$ cat config.mk
export PLATFORM = sky130hd
export DESIGN_NAME = two_class_group_exclusion_arbiter
export DESIGN_NICKNAME = d
export VERILOG_FILES = /design/src/design/tcgea_pkg.sv /design/src/design/tcgea_core.sv /design/src/design/tcgea_out_buf.sv /design/src/design/two_class_group_exclusion_arbiter.sv
export SDC_FILE = /design/constraint.sdc
export NUM_CORES = 1
export LEC_CHECK = 0
export ABC_AREA = 1
export BUFFER_PORTS_ARGS = -buffer_cell sky130_fd_sc_hd__buf_2
export CORE_MARGIN = 4
export CORE_UTILIZATION = 55
export CTS_BUF_LIST = sky130_fd_sc_hd__clkbuf_4 sky130_fd_sc_hd__clkbuf_8 sky130_fd_sc_hd__clkbuf_16
export DETAILED_ROUTE_END_ITERATION = 8
export PLACE_DENSITY_LB_ADDON = 0.1
export SYNTH_ARGS = -nofsm -noshare
export SYNTH_HDL_FRONTEND = slang
export SYNTH_SLANG_ARGS = --single-unit
$ cat constraint.sdc
create_clock -name clk -period 3.75 [get_ports clk]
set_input_delay 0.1875 -clock clk [delete_from_list [all_inputs] [get_ports clk]]
set_output_delay 0.1875 -clock clk [all_outputs]
set_load 0.005 [all_outputs]
$ cat src/design/tcgea_pkg.sv
`timescale 1ns / 1ps

package tcgea_pkg;

  // Default counter width for the occupancy, waiter and streak counters.
  localparam int COUNT_BITS_DEF = 8;

  localparam int CFG_IDX_W  = 2;
  localparam int CFG_DATA_W = 8;

  // Register indexes on the configuration port.
  localparam logic [CFG_IDX_W-1:0] CFG_CAPACITY     = 2'd0;
  localparam logic [CFG_IDX_W-1:0] CFG_STREAK_LIMIT = 2'd1;

  localparam logic [CFG_DATA_W-1:0] CAPACITY_RST     = 8'd4;
  localparam logic [CFG_DATA_W-1:0] STREAK_LIMIT_RST = 8'd8;

  // Result status codes.
  localparam logic [2:0] ST_GRANTED   = 3'd0;
  localparam logic [2:0] ST_QUEUED    = 3'd1;
  localparam logic [2:0] ST_FULL      = 3'd2;
  localparam logic [2:0] ST_LEFT      = 3'd3;
  localparam logic [2:0] ST_LEAVE_ERR = 3'd4;

  // Owner and wake class codes.
  localparam logic [1:0] OWN_NONE = 2'd0;
  localparam logic [1:0] OWN_A    = 2'd1;
  localparam logic [1:0] OWN_B    = 2'd2;

  localparam logic OP_ENTER = 1'b0;
  localparam logic OP_LEAVE = 1'b1;

  typedef struct packed {
    logic operation;
    logic group;
  } in_req_t;

  typedef struct packed {
    logic [2:0] status;
    logic [1:0] wake_group;
    logic [7:0] wake_count;
  } out_rsp_t;

  typedef struct packed {
    logic [CFG_DATA_W-1:0] capacity;
    logic [CFG_DATA_W-1:0] streak_limit;
  } cfg_t;

endpackage

$ cat src/design/tcgea_core.sv
`timescale 1ns / 1ps

module tcgea_core #(
  parameter int COUNT_BITS = tcgea_pkg::COUNT_BITS_DEF
) (
  input  logic               clk,
  input  logic               rst_n,
  input  logic               req_accept,
  input  tcgea_pkg::in_req_t req,
  input  tcgea_pkg::cfg_t    cfg,
  output tcgea_pkg::out_rsp_t rsp
);
  import tcgea_pkg::*;

  localparam int CW    = COUNT_BITS;
  localparam int CMP_W = (COUNT_BITS > 8) ? COUNT_BITS : 8;
  localparam logic [CW-1:0]    CNT_MAX  = {CW{1'b1}};
  localparam logic [CMP_W-1:0] WAKE_TOP = CMP_W'(255);

  logic [CW-1:0] inside_a_r, inside_a_nxt;
  logic [CW-1:0] inside_b_r, inside_b_nxt;
  logic [CW-1:0] waiting_a_r, waiting_a_nxt;
  logic [CW-1:0] waiting_b_r, waiting_b_nxt;
  logic [CW-1:0] streak_a_r, streak_a_nxt;
  logic [CW-1:0] streak_b_r, streak_b_nxt;
  logic [1:0]    owner_r, owner_nxt;
  logic          turn_is_b_r, turn_is_b_nxt;

  function automatic logic [CW-1:0] sat_inc(input logic [CW-1:0] v);
    sat_inc = (v == CNT_MAX) ? v : v + CW'(1);
  endfunction

  logic          is_b;
  logic [CW-1:0] mine, other_in, my_streak, other_wait;
  logic [1:0]    me, them;
  logic          owner_ok, blocked, allowed, no_room;
  logic          wa, wb, a_hit, b_hit, pick_b;
  logic [CMP_W-1:0] wake_x;

  always_comb begin
    is_b       = req.group;
    mine       = is_b ? inside_b_r : inside_a_r;
    other_in   = is_b ? inside_a_r : inside_b_r;
    my_streak  = is_b ? streak_b_r : streak_a_r;
    other_wait = is_b ? waiting_a_r : waiting_b_r;
    me         = is_b ? OWN_B : OWN_A;
    them       = is_b ? OWN_A : OWN_B;

    owner_ok = (owner_r == OWN_NONE) || (owner_r == me);
    blocked  = (CMP_W'(my_streak) >= CMP_W'(cfg.streak_limit)) && (other_wait != '0) &&
               (owner_r != them);
    allowed  = owner_ok && (other_in == '0) && !blocked;
    no_room  = (CMP_W'(mine) >= CMP_W'(cfg.capacity)) || (mine == CNT_MAX);

    wa     = waiting_a_r != '0;
    wb     = waiting_b_r != '0;
    a_hit  = CMP_W'(streak_a_r) >= CMP_W'(cfg.streak_limit);
    b_hit  = CMP_W'(streak_b_r) >= CMP_W'(cfg.streak_limit);
    // Both waiting: the class that has hit its streak limit yields,
    // otherwise the turn bit decides.
    if (wb && !wa) begin
      pick_b = 1'b1;
    end else if (wa && !wb) begin
      pick_b = 1'b0;
    end else if (a_hit != b_hit) begin
      pick_b = a_hit;
    end else begin
      pick_b = turn_is_b_r;
    end
    wake_x = CMP_W'(pick_b ? waiting_b_r : waiting_a_r);

    inside_a_nxt  = inside_a_r;
    inside_b_nxt  = inside_b_r;
    waiting_a_nxt = waiting_a_r;
    waiting_b_nxt = waiting_b_r;
    streak_a_nxt  = streak_a_r;
    streak_b_nxt  = streak_b_r;
    owner_nxt     = owner_r;
    turn_is_b_nxt = turn_is_b_r;
    rsp.status     = ST_GRANTED;
    rsp.wake_group = OWN_NONE;
    rsp.wake_count = 8'd0;

    if (req.operation == OP_ENTER) begin
      if (!allowed) begin
        rsp.status = ST_QUEUED;
        if (is_b) begin
          waiting_b_nxt = sat_inc(waiting_b_r);
        end else begin
          waiting_a_nxt = sat_inc(waiting_a_r);
        end
      end else if (no_room) begin
        rsp.status = ST_FULL;
      end else begin
        owner_nxt = me;
        if (is_b) begin
          inside_b_nxt = mine + CW'(1);
          streak_b_nxt = sat_inc(streak_b_r);
          streak_a_nxt = '0;
        end else begin
          inside_a_nxt = mine + CW'(1);
          streak_a_nxt = sat_inc(streak_a_r);
          streak_b_nxt = '0;
        end
      end
    end else if (mine == '0) begin
      rsp.status = ST_LEAVE_ERR;
    end else begin
      rsp.status = ST_LEFT;
      if (is_b) begin
        inside_b_nxt = mine - CW'(1);
      end else begin
        inside_a_nxt = mine - CW'(1);
      end
      // Last one out: hand the resource over or release ownership.
      if ((mine == CW'(1)) && (other_in == '0)) begin
        streak_a_nxt = '0;
        streak_b_nxt = '0;
        if (!wa && !wb) begin
          owner_nxt = OWN_NONE;
        end else begin
          owner_nxt      = pick_b ? OWN_B : OWN_A;
          turn_is_b_nxt  = !pick_b;
          rsp.wake_group = pick_b ? OWN_B : OWN_A;
          rsp.wake_count = (wake_x > WAKE_TOP) ? 8'hFF : wake_x[7:0];
          if (pick_b) begin
            waiting_b_nxt = '0;
          end else begin
            waiting_a_nxt = '0;
          end
        end
      end
    end
  end

  always_ff @(posedge clk) begin
    if (!rst_n) begin
      inside_a_r  <= '0;
      inside_b_r  <= '0;
      waiting_a_r <= '0;
      waiting_b_r <= '0;
      streak_a_r  <= '0;
      streak_b_r  <= '0;
      owner_r     <= OWN_NONE;
      turn_is_b_r <= 1'b0;
    end else if (req_accept) begin
      inside_a_r  <= inside_a_nxt;
      inside_b_r  <= inside_b_nxt;
      waiting_a_r <= waiting_a_nxt;
      waiting_b_r <= waiting_b_nxt;
      streak_a_r  <= streak_a_nxt;
      streak_b_r  <= streak_b_nxt;
      owner_r     <= owner_nxt;
      turn_is_b_r <= turn_is_b_nxt;
    end
  end

endmodule

$ cat src/design/tcgea_out_buf.sv
`timescale 1ns / 1ps

module tcgea_out_buf (
  input  logic                clk,
  input  logic                rst_n,
  input  logic                push,
  input  tcgea_pkg::out_rsp_t push_data,
  input  logic                pop,
  output logic                full,
  output logic                valid,
  output tcgea_pkg::out_rsp_t head
);
  import tcgea_pkg::*;

  // Two entries: head register plus skid slot.
  logic [1:0] cnt_r, cnt_nxt;
  out_rsp_t   slot0_r, slot1_r;

  assign valid = cnt_r != 2'd0;
  assign full  = cnt_r == 2'd2;
  assign head  = slot0_r;

  always_comb begin
    cnt_nxt = cnt_r;
    case ({push, pop})
      2'b10:   cnt_nxt = cnt_r + 2'd1;
      2'b01:   cnt_nxt = cnt_r - 2'd1;
      default: cnt_nxt = cnt_r;
    endcase
  end

  always_ff @(posedge clk) begin
    if (!rst_n) begin
      cnt_r <= 2'd0;
    end else begin
      cnt_r <= cnt_nxt;
    end
  end

  always_ff @(posedge clk) begin
    if (pop) begin
      slot0_r <= slot1_r;
      if (push && (cnt_r == 2'd1)) begin
        slot0_r <= push_data;
      end else if (push) begin
        slot1_r <= push_data;
      end
    end else if (push) begin
      if (cnt_r == 2'd0) begin
        slot0_r <= push_data;
      end else begin
        slot1_r <= push_data;
      end
    end
  end

endmodule

$ cat src/design/two_class_group_exclusion_arbiter.sv
`timescale 1ns / 1ps

// Two-class group exclusion arbiter. Admits class A and class B users to a
// shared resource of configurable capacity, one class inside at a time, with
// a streak limit so a busy class cannot starve a waiting one. Each request
// (enter or leave) produces exactly one result: granted, queued, full retry,
// left, or leave error; a leave that empties the resource also reports which
// class was woken and how many waiters were released (capped at 255). Woken
// users must send fresh enter requests. Rate: one request per clock while
// in_stall is low. The decision is combinational logic over the counter
// registers, and the result is written into a two-entry output queue at the
// accepting edge, so it is offered on the next cycle when nothing is queued
// ahead of it; in_stall rises only when both entries hold results that have
// not been taken. Counters are COUNT_BITS wide and saturate.
// Configuration (index 0 capacity, reset 4; index 1 streak limit, reset 8) is
// always ready and must be written only while no request is in flight;
// writes to other indexes are ignored. No clearing pass after reset.
module two_class_group_exclusion_arbiter #(
  parameter int COUNT_BITS = tcgea_pkg::COUNT_BITS_DEF
) (
  input  logic                                 clk,
  input  logic                                 rst_n,
  input  logic                                 in_valid,
  output logic                                 in_stall,
  input  tcgea_pkg::in_req_t                   in_req,
  output logic                                 out_valid,
  input  logic                                 out_stall,
  output tcgea_pkg::out_rsp_t                  out_rsp,
  input  logic                                 cfg_valid,
  output logic                                 cfg_ready,
  input  logic [tcgea_pkg::CFG_IDX_W-1:0]      cfg_index,
  input  logic [tcgea_pkg::CFG_DATA_W-1:0]     cfg_data
);
  import tcgea_pkg::*;

  cfg_t     cfg_r;
  out_rsp_t rsp;
  logic     buf_full;
  logic     in_acc, out_acc;

  assign cfg_ready = 1'b1;
  assign in_stall  = buf_full;
  assign in_acc    = in_valid && !in_stall;
  assign out_acc   = out_valid && !out_stall;

  // Configuration registers.
  always_ff @(posedge clk) begin
    if (!rst_n) begin
      cfg_r.capacity     <= CAPACITY_RST;
      cfg_r.streak_limit <= STREAK_LIMIT_RST;
    end else if (cfg_valid && cfg_ready) begin
      unique case (cfg_index)
        CFG_CAPACITY:     cfg_r.capacity     <= cfg_data;
        CFG_STREAK_LIMIT: cfg_r.streak_limit <= cfg_data;
        default: ;
      endcase
    end
  end

  // Occupancy, waiter, streak and turn state; decides each request.
  tcgea_core #(
    .COUNT_BITS (COUNT_BITS)
  ) u_core (
    .clk        (clk),
    .rst_n      (rst_n),
    .req_accept (in_acc),
    .req        (in_req),
    .cfg        (cfg_r),
    .rsp        (rsp)
  );

  // Result register with skid slot, so a stalled result does not hold off
  // the next request.
  tcgea_out_buf u_out_buf (
    .clk       (clk),
    .rst_n     (rst_n),
    .push      (in_acc),
    .push_data (rsp),
    .pop       (out_acc),
    .full      (buf_full),
    .valid     (out_valid),
    .head      (out_rsp)
  );

endmodule

* Yosys cells after proc, flatten, opt, wreduce, memory -nomap -nowiden
Index checks and enable logic that the tools add are counted.
Operators by class: $add $sub $neg 8, magnitude comparators 5, equality and inequality tests 32, mux-type cells 76, bitwise gates (word level) 2, reductions and logical operators 45
Operator list (number):
- 8-bit two-way mux | 46
- 13-bit two-way mux | 9
- 8-bit by 1-bit adder with 8-bit output (second input constant) | 5
- 8-bit equality test (second input constant) | 5
- 10-bit two-way mux | 4
- 8-bit greater-or-equal comparator | 4
- 2-bit inequality test (second input constant) | 12
- 6-bit AND reduction | 4
- 8-bit nonzero test | 3
- 2-bit two-way mux | 10
- 8-bit logical NOT | 2
- 8-bit AND reduction | 2
- 2-bit nonzero test | 6
- 1-bit logical AND | 11
- 5-bit AND reduction | 2
- 3-bit two-way mux | 3
- 8-bit by 1-bit equality test with 1-bit output (second input constant) | 1
- 8-bit greater-than comparator (second input constant) | 1
- 2-bit by 1-bit inequality test with 1-bit output (second input constant) | 4
- 8-bit by 1-bit subtractor with 8-bit output (second input constant) | 1
- 2-bit by 1-bit equality test with 1-bit output (second input constant) | 3
- 1-bit logical NOT | 6
- 2-bit logical NOT | 3
- 3-bit inequality test (second input constant) | 2
- other kinds (12) | 19
Storage, ports and cells: register bits after elaboration 95, output and inout port bits 16

* Longest topological paths before layout
Gate-level depths: netlist (run 1).
word-level depth 15, mapped depth 23

* Hierarchy
A second synthesis (run 1) with hierarchy kept.
Second synthesis, totals: cell total of the unflattened synthesis 954, area total of the unflattened synthesis 6398.6 um^2
By module, submodules not included:
- tcgea_core | instances 1, cells each 748, area each 4479.3 um^2
- tcgea_out_buf | instances 1, cells each 98, area each 1174.9 um^2
- two_class_group_exclusion_arbiter | instances 1, cells each 108, area each 744.5 um^2

* Worst setup path before layout (run 1)
No wires, ideal clock.
path type in2reg, from input in_req[0] in the netlist's numbering, to register u_core.waiting_a_r[6], setup time 0.132 ns, arrival 2.604 ns, required time 3.618 ns, slack 1.013 ns, stages on the path 20, path through buf_6 -> buf_6 -> buf_6 -> clkbuf_1 -> clkbuf_1 -> o21ai_0 -> ha_1 -> nand2_1 -> nor2_1 -> nand4_1 -> nand3_1 -> nand2_1 -> nand2_1 -> nand2_1 -> inv_2 -> nor2_2 -> nor2_4 -> nand2_2 -> nand2_1 -> a21oi_1
Between the ends: word-level cells in the longest chain between the ends 8, elaborated cells between the ends (all ways) 25, classes of those cells order compare: 1; eq/ne: 7; mux: 6; reduce/logical: 11
RTL lines:
- start: declaration | line two_class_group_exclusion_arbiter.sv:25 | input tcgea_pkg::in_req_t in_req,
- 8-bit two-way mux, on equally long branches | line tcgea_core.sv:44, tcgea_core.sv:45
- 8-bit greater-or-equal comparator or 8-bit nonzero test (tied branches) | line tcgea_core.sv:50 | blocked = (CMP_W'(my_streak) >= CMP_W'(cfg.streak_limit)) && (other_wait != '0) &&
- 1-bit logical AND (2 in series) | line tcgea_core.sv:50
- 1-bit logical NOT | line tcgea_core.sv:52 | allowed = owner_ok && (other_in == '0) && !blocked;
- 1-bit logical AND | line tcgea_core.sv:52
- 2-bit inequality test (no line)
- 8-bit AND reduction (no line) *
- end signal: assignment | line tcgea_core.sv:149 | waiting_a_r <= waiting_a_nxt;
- end: declaration | line tcgea_core.sv:22 | logic [CW-1:0] waiting_a_r, waiting_a_nxt;
Mark *: on every way between the ends. The rest lies on a longest branch, timed or not. A chain may end at the register's enable or synchronous reset.

* Worst setup path in the final report (run 1)
from register u_core.inside_a_r[1], to register u_core.inside_a_r[4]
Between the ends: word-level cells in the longest chain between the ends 6, elaborated cells between the ends (all ways) 22, classes of those cells add/sub: 2; order compare: 1; eq/ne: 4; mux: 8; reduce/logical: 7
RTL lines:
- start: declaration | line tcgea_core.sv:20 | logic [CW-1:0] inside_a_r, inside_a_nxt;
- start signal: assignment | line tcgea_core.sv:147 | inside_a_r <= inside_a_nxt;
- 8-bit two-way mux, on equally long branches | line tcgea_core.sv:42, tcgea_core.sv:43
- 8-bit by 1-bit adder with 8-bit output or 8-bit logical NOT (tied branches) | line tcgea_core.sv:101, tcgea_core.sv:52
- 8-bit two-way mux or 1-bit logical AND (tied branches) | line tcgea_core.sv:96, tcgea_core.sv:52
- 8-bit two-way mux or 1-bit logical AND (tied branches) | line tcgea_core.sv:92, tcgea_core.sv:52
- 8-bit two-way mux (tied with other cells) | line tcgea_core.sv:85 | if (!allowed) begin
- 8-bit two-way mux or 6-bit AND reduction (tied branches)
Parallel ways exist; a longest one is shown, timed or not. The select of a mux whose other input is x is not followed.

==> impl_metrics.toml, run 1 <==
[status]
status = "finished clean"

[sta]
whs_ps = 84.1
slew_violations = 0
clock_skew_ps = 6.50
timing.final.ws_setup_ps = 880
max_slew.worst_pin.slew_ps = 638
maxSlewHeadroom_pct = 57.5
setup_tns_ps = 0
timing.final.crit_period_ps = 2870
clock.fmax_mhz = 348
timing.final.crit_share_pct = 76.5
setup_violations = 0
hold_violations = 0
rsz0062_at_grt = "false"

[critical_path]
cpMostUsedCell = "o21ai_0"
crit_family = "compound AO/OA/AOI/OAI gates"
cp-start-kind = "flop"
crit_cells = 13
crit_fanout = 15
crit_path_end_kind = "flop"
ff2ff_setup_slack_ps = 880
critPathLaunch = "u_core.inside_a_r[1]$_SDFFE_PN0P_"
rr_worst_depth = 13
reg2reg_from = "u_core.inside_a_r[1]$_SDFFE_PN0P_"
crit_slowest_cell = "o21ai_0"
cp_cell_sequence = "o21ai_0 -> inv_1 -> ha_1 -> a21oi_1 -> o21ai_0 -> nand2_1 -> nand3_1 -> o21ai_2 -> nand2_4 -> nor2_8 -> nand2_2 -> o21ai_0 -> a21oi_1"
crit_type = "reg -> reg"
endpoint = "u_core.inside_a_r[4]$_SDFFE_PN0P_"
cp.required_ps = 3970
cp_num_buf_inv = 1
slowest_delay_ps = 430
r2r_end = "u_core.inside_a_r[4]$_SDFFE_PN0P_"
arrival_ps = 3090

[final_layout]
mostFrequentLayoutCell = "nand2_1"
post-route-util_pct = 61.7
multi_input_area_um2 = 3430
final_area_um2 = 6750
most-common-layout-cells = "nand2_1, inv_1, a21oi_1"
area_delta_synth_final_pct = 8.92
drive_above_1_share_pct = 11.4
antenna_cells = 0
seq_area_um2 = 2160
fin_cells = 1033
fin_nets = 951
fillers = 998

[power_and_ir_drop]
p_seq_share_pct = 39.3
power_mw = 3.34
ir_worst_vdd_mv = 0.391
power_frac_comb_pct = 32.0
p_int_mw = 2.20
switching_power_mw = 1.14
clkPwrFrac_pct = 28.7
power_density_nw_per_um2 = 495
leakagePower_nw = 3.01
switching_share_pct = 34.1

[synth]
ys_async_sr_fraction_pct = 0
synth_warnings = 0
synth_edf_count = 26
synth_flop_cell = "dfxtp_1"
synth_cell_type_count = 42
syn-cell-area_um2 = 6200
synth_cells = 865
ys_seq_area_share_pct = 34.9
avgSynthCellArea_um2 = 7.16
syn_nets = 928
synth_seq_cells = 95

[route]
wl_per_cell_um = 13.8
dr.first_iter.drc_count = 375
antenna_left = 0
vias = 5567
met3_length_um = 754
drc = 0
met1_length_um = 6650
routed-wl-met2_um = 6580
drtPass1Iterations = 5
viasPerCell = 5.39
drt-total-wl_um = 14200
top_layer_used = "met4"

[floorplan]
die-area_um2 = 13000
rows = 38
core_um2 = 10900
io_pins = 33
initial_core_util_pct = 56.7
die_h_um = 114
die_w_um = 114

[grt]
grt_pass1_vias = 5260
grt_max_degree = 39
grt_pass1_wl_um = 24400
grt_overflow_total = 0
antenna_found_initial = 0
grt_usage_pct = 23.1

[cts]
post_cts_buffers = 0
cts_root_buffer = "clkbuf_16"
clock_latency_ps = 340
cts-resized-gates = 0
cts_made_buffers = 9
cts.sinks = 95
htreeDepth = 3
cts_hold_buf = 0
clk_pin_slew_ps = 60
cts_buffer_depth = 2
cts_tree = "yes"

[placed_design]
dp_slack_ps = 736
io_buffer_count = 31
gp_congestion = 0.871
placedCellCount = 1017
dp_hpwl_um = 10700
dpl-instance-area_um2 = 6440

[min_path]
hold_class = "in -> reg"

[job]
maxCapViolations = 0
sequential cells by signal, indices dropped and copies added, names as in the netlist, 8 cells and up:
signal / flops
u_out_buf.head: 13
u_out_buf.slot1_r: 13
u_core.streak_b_r: 8
u_core.inside_b_r: 8
cfg_r: 16
u_core.inside_a_r: 8
u_core.waiting_b_r: 8
u_core.waiting_a_r: 8
u_core.streak_a_r: 8
per-layer routing:
metal  track usage [%]  up-vias
li1                  -     2884
met1              30.6     2527
met2              38.1      142
met3              4.55       14
met4              7.76        0
met5                 0        -
worst min path at each step:
| stage | startpoint | endpoint | slack, ps | cells past startpoint |
|---|---|---|---|---|
| finish | cfg_data[0] | cfg_r[8]$_SDFFE_PN0P_ | 80 | 3 |
| global route | cfg_data[0] | cfg_r[8]$_SDFFE_PN0P_ | 80 | 3 |
| CTS | cfg_data[2] | cfg_r[10]$_SDFFE_PN1P_ | 70 | 3 |
| detailed placement | cfg_data[2] | cfg_r[10]$_SDFFE_PN1P_ | 440 | 3 |
| global placement | cfg_data[2] | cfg_r[10]$_SDFFE_PN1P_ | 440 | 3 |
| floorplan | cfg_data[2] | cfg_r[10]$_SDFFE_PN1P_ | 320 | 2 |
synth_stat cells (2+ instances only):
master,n,area [um2]
clkbuf_1,18,67.6
edfxtp_1,26,781
o21ai_1,6,30.0
a21oi_1,73,365
nor3_1,19,95.1
clkinv_1,2,7.51
inv_1,112,420
dfxtp_1,69,1380
nor2_1,70,263
buf_6,6,67.6
nand2_4,2,22.5
o21a_1,3,22.5
ha_1,46,576
o21ai_0,52,260
nor2_4,4,45.0
or2_2,10,62.6
nand4_1,20,125
buf_2,3,15.0
xnor2_1,2,17.5
inv_2,3,11.3
nand3_1,69,345
nor4_1,9,56.3
buf_4,2,15.0
o21ai_2,7,61.3
nand2_1,186,698
nor2_2,7,43.8
nand2_2,7,43.8
xor2_1,18,158
cell families after synthesis:
family | synth area share (%)
AOI/OAI and AO/OA | 12.6
buffers and inverters | 9.83
other | 0.0605
xor gates and xnor gates | 2.83
muxes | 0.343
and+or+nand+nor | 30.1
adders and majority gates | 9.29
DFF | 34.9
power groups by stage:
| stage | clock network [mW] | logic [mW] | registers (mW) |
|---|---|---|---|
| finish | 0.958 | 1.07 | 1.31 |
| global route | 1.02 | 1.23 | 1.33 |
| CTS | 0.982 | 1.08 | 1.32 |
| detailed placement | 0 | 1.07 | 1.34 |
| global placement | 0 | 1.04 | 1.33 |
| floorplan | 0 | 0.771 | 1.34 |
worst min-delay path, cell delays in order:
cell and delay [ps]:
buf_2 90, nor2_1 40, nor2_1 80
cell type report:
class,instances,share of cell area [%]
repair buffers,41,3.41
clock buffers,9,3.34
clock inverters,7,1.30
multi-input cells,623,50.8
inverters,118,6.58
well taps,140,2.59
flip-flops and latches,95,32.0
No activity file was read; power rests on OpenSTA's default activity.
==> run 2, diff against run 1 <==
clock period = 2.5 ns   (was 3.75 ns; I/O delays follow)
==> impl_metrics.toml, run 2 (same netlist as run 1, synthesis figures left out) <==
[critical_path]
crit_fanout = 12
cp.required_ps = 2750
crit_path_end_kind = "flop"
arrival_ps = 2560
slowest_delay_ps = 310
crit_type = "reg -> reg"
cp_cell_sequence = "inv_1 -> o21ai_1 -> ha_1 -> a21oi_1 -> o21a_1 -> nand3_1 -> o21ai_4 -> nand2_4 -> nor2_8 -> buf_4 -> nand2_8 -> o21ai_1 -> a21oi_1"
cp-start-kind = "flop"
crit_slowest_cell = "dfxtp_1"

[grt]
busiest_layer = "met2"
met1_usage_pct = 31.1
grt_use_met3_pct = 4.28
grt_overflow_total = 0
grt_pass1_vias = 5430
grt_usage_pct = 23.8
antenna_found_initial = 0
grt_pass1_wl_um = 24900
grt_max_degree = 39
met2_usage_pct = 39.0

[sta]
timing.final.ws_setup_ps = 185
hold_violations = 0
max_slew.worst_pin.slew_ps = 657
rsz0062_at_grt = "true"
setup_violations = 0
clock.fmax_mhz = 432
timing.final.crit_share_pct = 92.6
clock_skew_ps = 7.01
whs_ps = 16.5
slew_violations = 0
maxSlewHeadroom_pct = 56.2
timing.final.crit_period_ps = 2310

[cts]
clock_latency_ps = 350
cts.sinks = 95
cts_hold_buf = 0
cts_buffer_depth = 2
clk_pin_slew_ps = 70
cts_made_buffers = 9
cts_root_buffer = "clkbuf_16"
htreeDepth = 3
cts_tree = "yes"

[final_layout]
drive_above_1_share_pct = 14.3
regMostFlops = "cfg_r"
fin_cells = 1053
fillers = 980
area_delta_synth_final_pct = 12.3
final_area_um2 = 6960
post-route-util_pct = 63.6
antenna_cells = 0
largest_reg_flops = 16
mostFrequentLayoutCell = "nand2_1"
most-common-layout-cells = "nand2_1, inv_1, a21oi_1"
fin_nets = 971

[power_and_ir_drop]
switching_power_mw = 1.82
switching_share_pct = 36.0
power_frac_comb_pct = 35.2
power_density_nw_per_um2 = 729
ir_worst_vdd_mv = 0.556
leakagePower_nw = 3.11
clkPwrFrac_pct = 25.9
p_seq_share_pct = 38.9
p_int_mw = 3.25

[placed_design]
gp_congestion = 0.935
dp_slack_ps = -43.4
dp_hpwl_um = 11000
placedCellCount = 1029
io_buffer_count = 31
dpl-instance-area_um2 = 6550

[route]
viasPerCell = 5.41
antenna_left = 0
wl_per_cell_um = 14.2
dr.first_iter.drc_count = 415
vias = 5695
drc = 0
drt-total-wl_um = 15000
drtPass1Iterations = 5

[floorplan]
core_um2 = 10900
die-area_um2 = 13000
rows = 38
io_pins = 33
die_w_um = 114
initial_core_util_pct = 56.7
die_h_um = 114

[job]
maxCapViolations = 0

[status]
status = "finished clean"

[min_path]
hold_class = "in -> reg"
[run 2: changes by cell type in the layout (fill, tap and decap cells not counted), sizes merged]
cell and change:
buf +20, bufinv -2, clkbuf +2
[run 2: layout make-up]
type / instances / area [um2] / area share, %
Timing Repair Buffer: 61 / 405 / 5.83
Sequential cell: 95 / 2160 / 31.1
Inverter: 118 / 453 / 6.51
Clock inverter: 5 / 35.0 / 0.504
Clock buffer: 11 / 240 / 3.45
Multi-Input combinational cell: 623 / 3490 / 50.1
Tap cell: 140 / 175 / 2.52
[run 2: per-layer routing]
layer  vias up  routed length [um]
li1       2940                   -
met1      2579                6940
met2       149                6960
met3        27                 771
met4         0                 303
met5         -                   0
[run 2: repair_timing]
| item | CTS | global route |
|---|---|---|
| setup endpoints to repair | 1 | 52 |
| buffers inserted | 0 | 8 |
| pin swaps | 0 | 4 |
| resized for setup | 1 | 19 |
[run 2: final timing paths]
kind                                          start                                 to  slack [ps]  depth (start not counted)
setup / recovery  u_core.inside_a_r[5]$_SDFFE_PN0P_  u_core.inside_b_r[1]$_SDFFE_PN0P_         190                         13
setup reg to reg  u_core.inside_a_r[5]$_SDFFE_PN0P_  u_core.inside_b_r[1]$_SDFFE_PN0P_         190                         13
hold / removal                          cfg_data[2]             cfg_r[10]$_SDFFE_PN1P_          20                          3
hold reg to reg              cfg_r[15]$_SDFFE_PN0P_             cfg_r[15]$_SDFFE_PN0P_         470                          2
[run 2: critical path: cells and delay by family (launching register included)]
family	cells	cell delay, ps
AND/OR/NAND/NOR	4	460
buffers and inverters	2	210
adder cells (fa/ha/maj)	1	300
AO/OA/AOI/OAI	6	930
flip-flops	1	310
[run 2: power groups by stage]
stage / combinational [mW] / sequential [mW] / clock (mW)
floorplan: 1.16 / 2.01 / 0
global placement: 1.63 / 2.00 / 0
detailed placement: 1.67 / 2.01 / 0
CTS: 1.68 / 1.97 / 1.33
global route: 2.03 / 2.00 / 1.40
finish: 1.78 / 1.97 / 1.31
[run 2: metrics by stage]
| step | setup TNS (ps) | power (mW) |
|---|---|---|
| 2_1_floorplan | 0 | 3.18 |
| 3_5_place_dp | -177 | 3.68 |
| 5_1_grt | -42.4 | 5.42 |
| 4_1_cts | 0 | 4.99 |
| 6_report | 0 | 5.07 |
| 3_3_place_gp | 0 | 3.63 |
==> run 3, diff against run 2 <==
SETUP_SLACK_MARGIN = 0.4   (was not set)
==> impl_metrics.toml, run 3 (same netlist as run 1, synthesis figures left out) <==
[critical_path]
crit_type = "reg -> reg"
cp-start-kind = "flop"
cp.required_ps = 2770
crit_fanout = 5
rr_worst_depth = 16
r2r_end = "u_core.inside_b_r[6]$_SDFFE_PN0P_"
crit_path_end_kind = "flop"
endpoint = "u_core.inside_b_r[6]$_SDFFE_PN0P_"
critPathLaunch = "u_core.inside_b_r[1]$_SDFFE_PN0P_"
reg2reg_from = "u_core.inside_b_r[1]$_SDFFE_PN0P_"
ff2ff_setup_slack_ps = 200
arrival_ps = 2570

[floorplan]
die_h_um = 114
die-area_um2 = 13000
core_um2 = 10900
io_pins = 33
die_w_um = 114
rows = 38
initial_core_util_pct = 56.7

[route]
viasPerCell = 5.59
drc = 0
wl_per_cell_um = 15.8
drt-total-wl_um = 17400
antenna_left = 0
drtPass1Iterations = 7
dr.first_iter.drc_count = 627
vias = 6155

[sta]
slew_violations = 0
rsz0062_at_grt = "true"
timing.final.crit_period_ps = 2300
setup_tns_ps = 0
max_slew.worst_pin.slew_ps = 618
timing.final.crit_share_pct = 92.0
setup_violations = 0
clock.fmax_mhz = 435
maxSlewHeadroom_pct = 58.6
whs_ps = 23.3
clock_skew_ps = 11.1
hold_violations = 0

[min_path]
hold_class = "in -> reg"

[cts]
clock_latency_ps = 360
htreeDepth = 3
cts_root_buffer = "clkbuf_16"
clk_pin_slew_ps = 70
cts.sinks = 95
cts_made_buffers = 9
cts_hold_buf = 0
cts_buffer_depth = 2
cts_tree = "yes"

[grt]
grt_max_degree = 39
grt_usage_pct = 25.6
grt_pass1_wl_um = 26900
antenna_found_initial = 0
grt_overflow_total = 0
grt_pass1_vias = 5680

[final_layout]
antenna_cells = 0
area_delta_synth_final_pct = 31.6
fin_nets = 1020
post-route-util_pct = 74.6
largest_reg_flops = 16
drive_above_1_share_pct = 36.1
fin_cells = 1102
regMostFlops = "cfg_r"
mostFrequentLayoutCell = "nand2_1"
most-common-layout-cells = "nand2_1, inv_1, nor2_1"

[power_and_ir_drop]
ir_worst_vdd_mv = 0.722
power_mw = 5.65
leakagePower_nw = 3.67
power_density_nw_per_um2 = 693

[placed_design]
gp_congestion = 0.875
dp_hpwl_um = 11200
io_buffer_count = 31
placedCellCount = 1035

[status]
status = "finished clean"

[job]
maxCapViolations = 0
==> run 3: worst min-delay path by stage <==
stage                           start  slack (ps)  cells after the start                     end
final                     cfg_data[2]          20                      3  cfg_r[10]$_SDFFE_PN1P_
after global routing      cfg_data[2]          20                      3  cfg_r[10]$_SDFFE_PN1P_
after CTS                 cfg_data[2]          10                      3  cfg_r[10]$_SDFFE_PN1P_
after detailed placement  cfg_data[2]         380                      3  cfg_r[10]$_SDFFE_PN1P_
after global placement    cfg_data[2]         380                      3  cfg_r[10]$_SDFFE_PN1P_
after floorplan           cfg_data[2]         260                      2  cfg_r[10]$_SDFFE_PN1P_
==> run 3: final cells by class <==
type                       instances  area [um2]
clock buffer                      10         233
fill                             792        2780
tap                              140         175
clock inverter                     6        52.6
inverter                         118         460
timing repair inverter             1        5.00
sequential                        95        2200
timing repair buffer             105         793
multi-input combinational        627        4240
==> run 3: per-stage QoR <==
step                setup slack, ps  instance area [um2]
floorplan                      91.0                 6280
global placement                128                 6630
detailed placement             28.8                 6630
CTS                             344                 7360
global route                   87.4                 8160
finish                          199                 8160
==> run 3: power breakdown <==
group	switching [mW]	leakage [nW]	internal, mW
combinational	1.42	2.71	0.914
sequential	0.0950	0.822	1.88
clock	0.636	0.141	0.700
total	2.15	3.67	3.50
==> run 3: timing repair <==
item | 4_1_cts | 5_1_grt
pin swaps | 27 | 43
cloned | 4 | 3
buffers inserted | 15 | 29
gates resized for setup | 93 | 146
endpoints found under the setup margin | 84 | 86
==> run 3: critical path: stages, from the launching register on <==
cell     delay [ps]
dfxtp_1         310
inv_2            70
nand2_1          60
o21ai_2          90
inv_2            90
ha_4            220
a21oi_1         140
o21ai_1          90
nand2_1          90
nand3_2          90
o21ai_4         170
nand2_4         110
nor2_8          180
buf_12          130
buf_8           120
nand3_2          90
a21oi_2         160
==> run 3: metal layers <==
layer  part of all wire, %  track usage, %  vias up
li1                      -               -     3051
met1                    42            34.1     2805
met2                    48            40.9      260
met3                   7.0            3.70       39
met4                   2.5            12.0        0
met5                     0               0        -
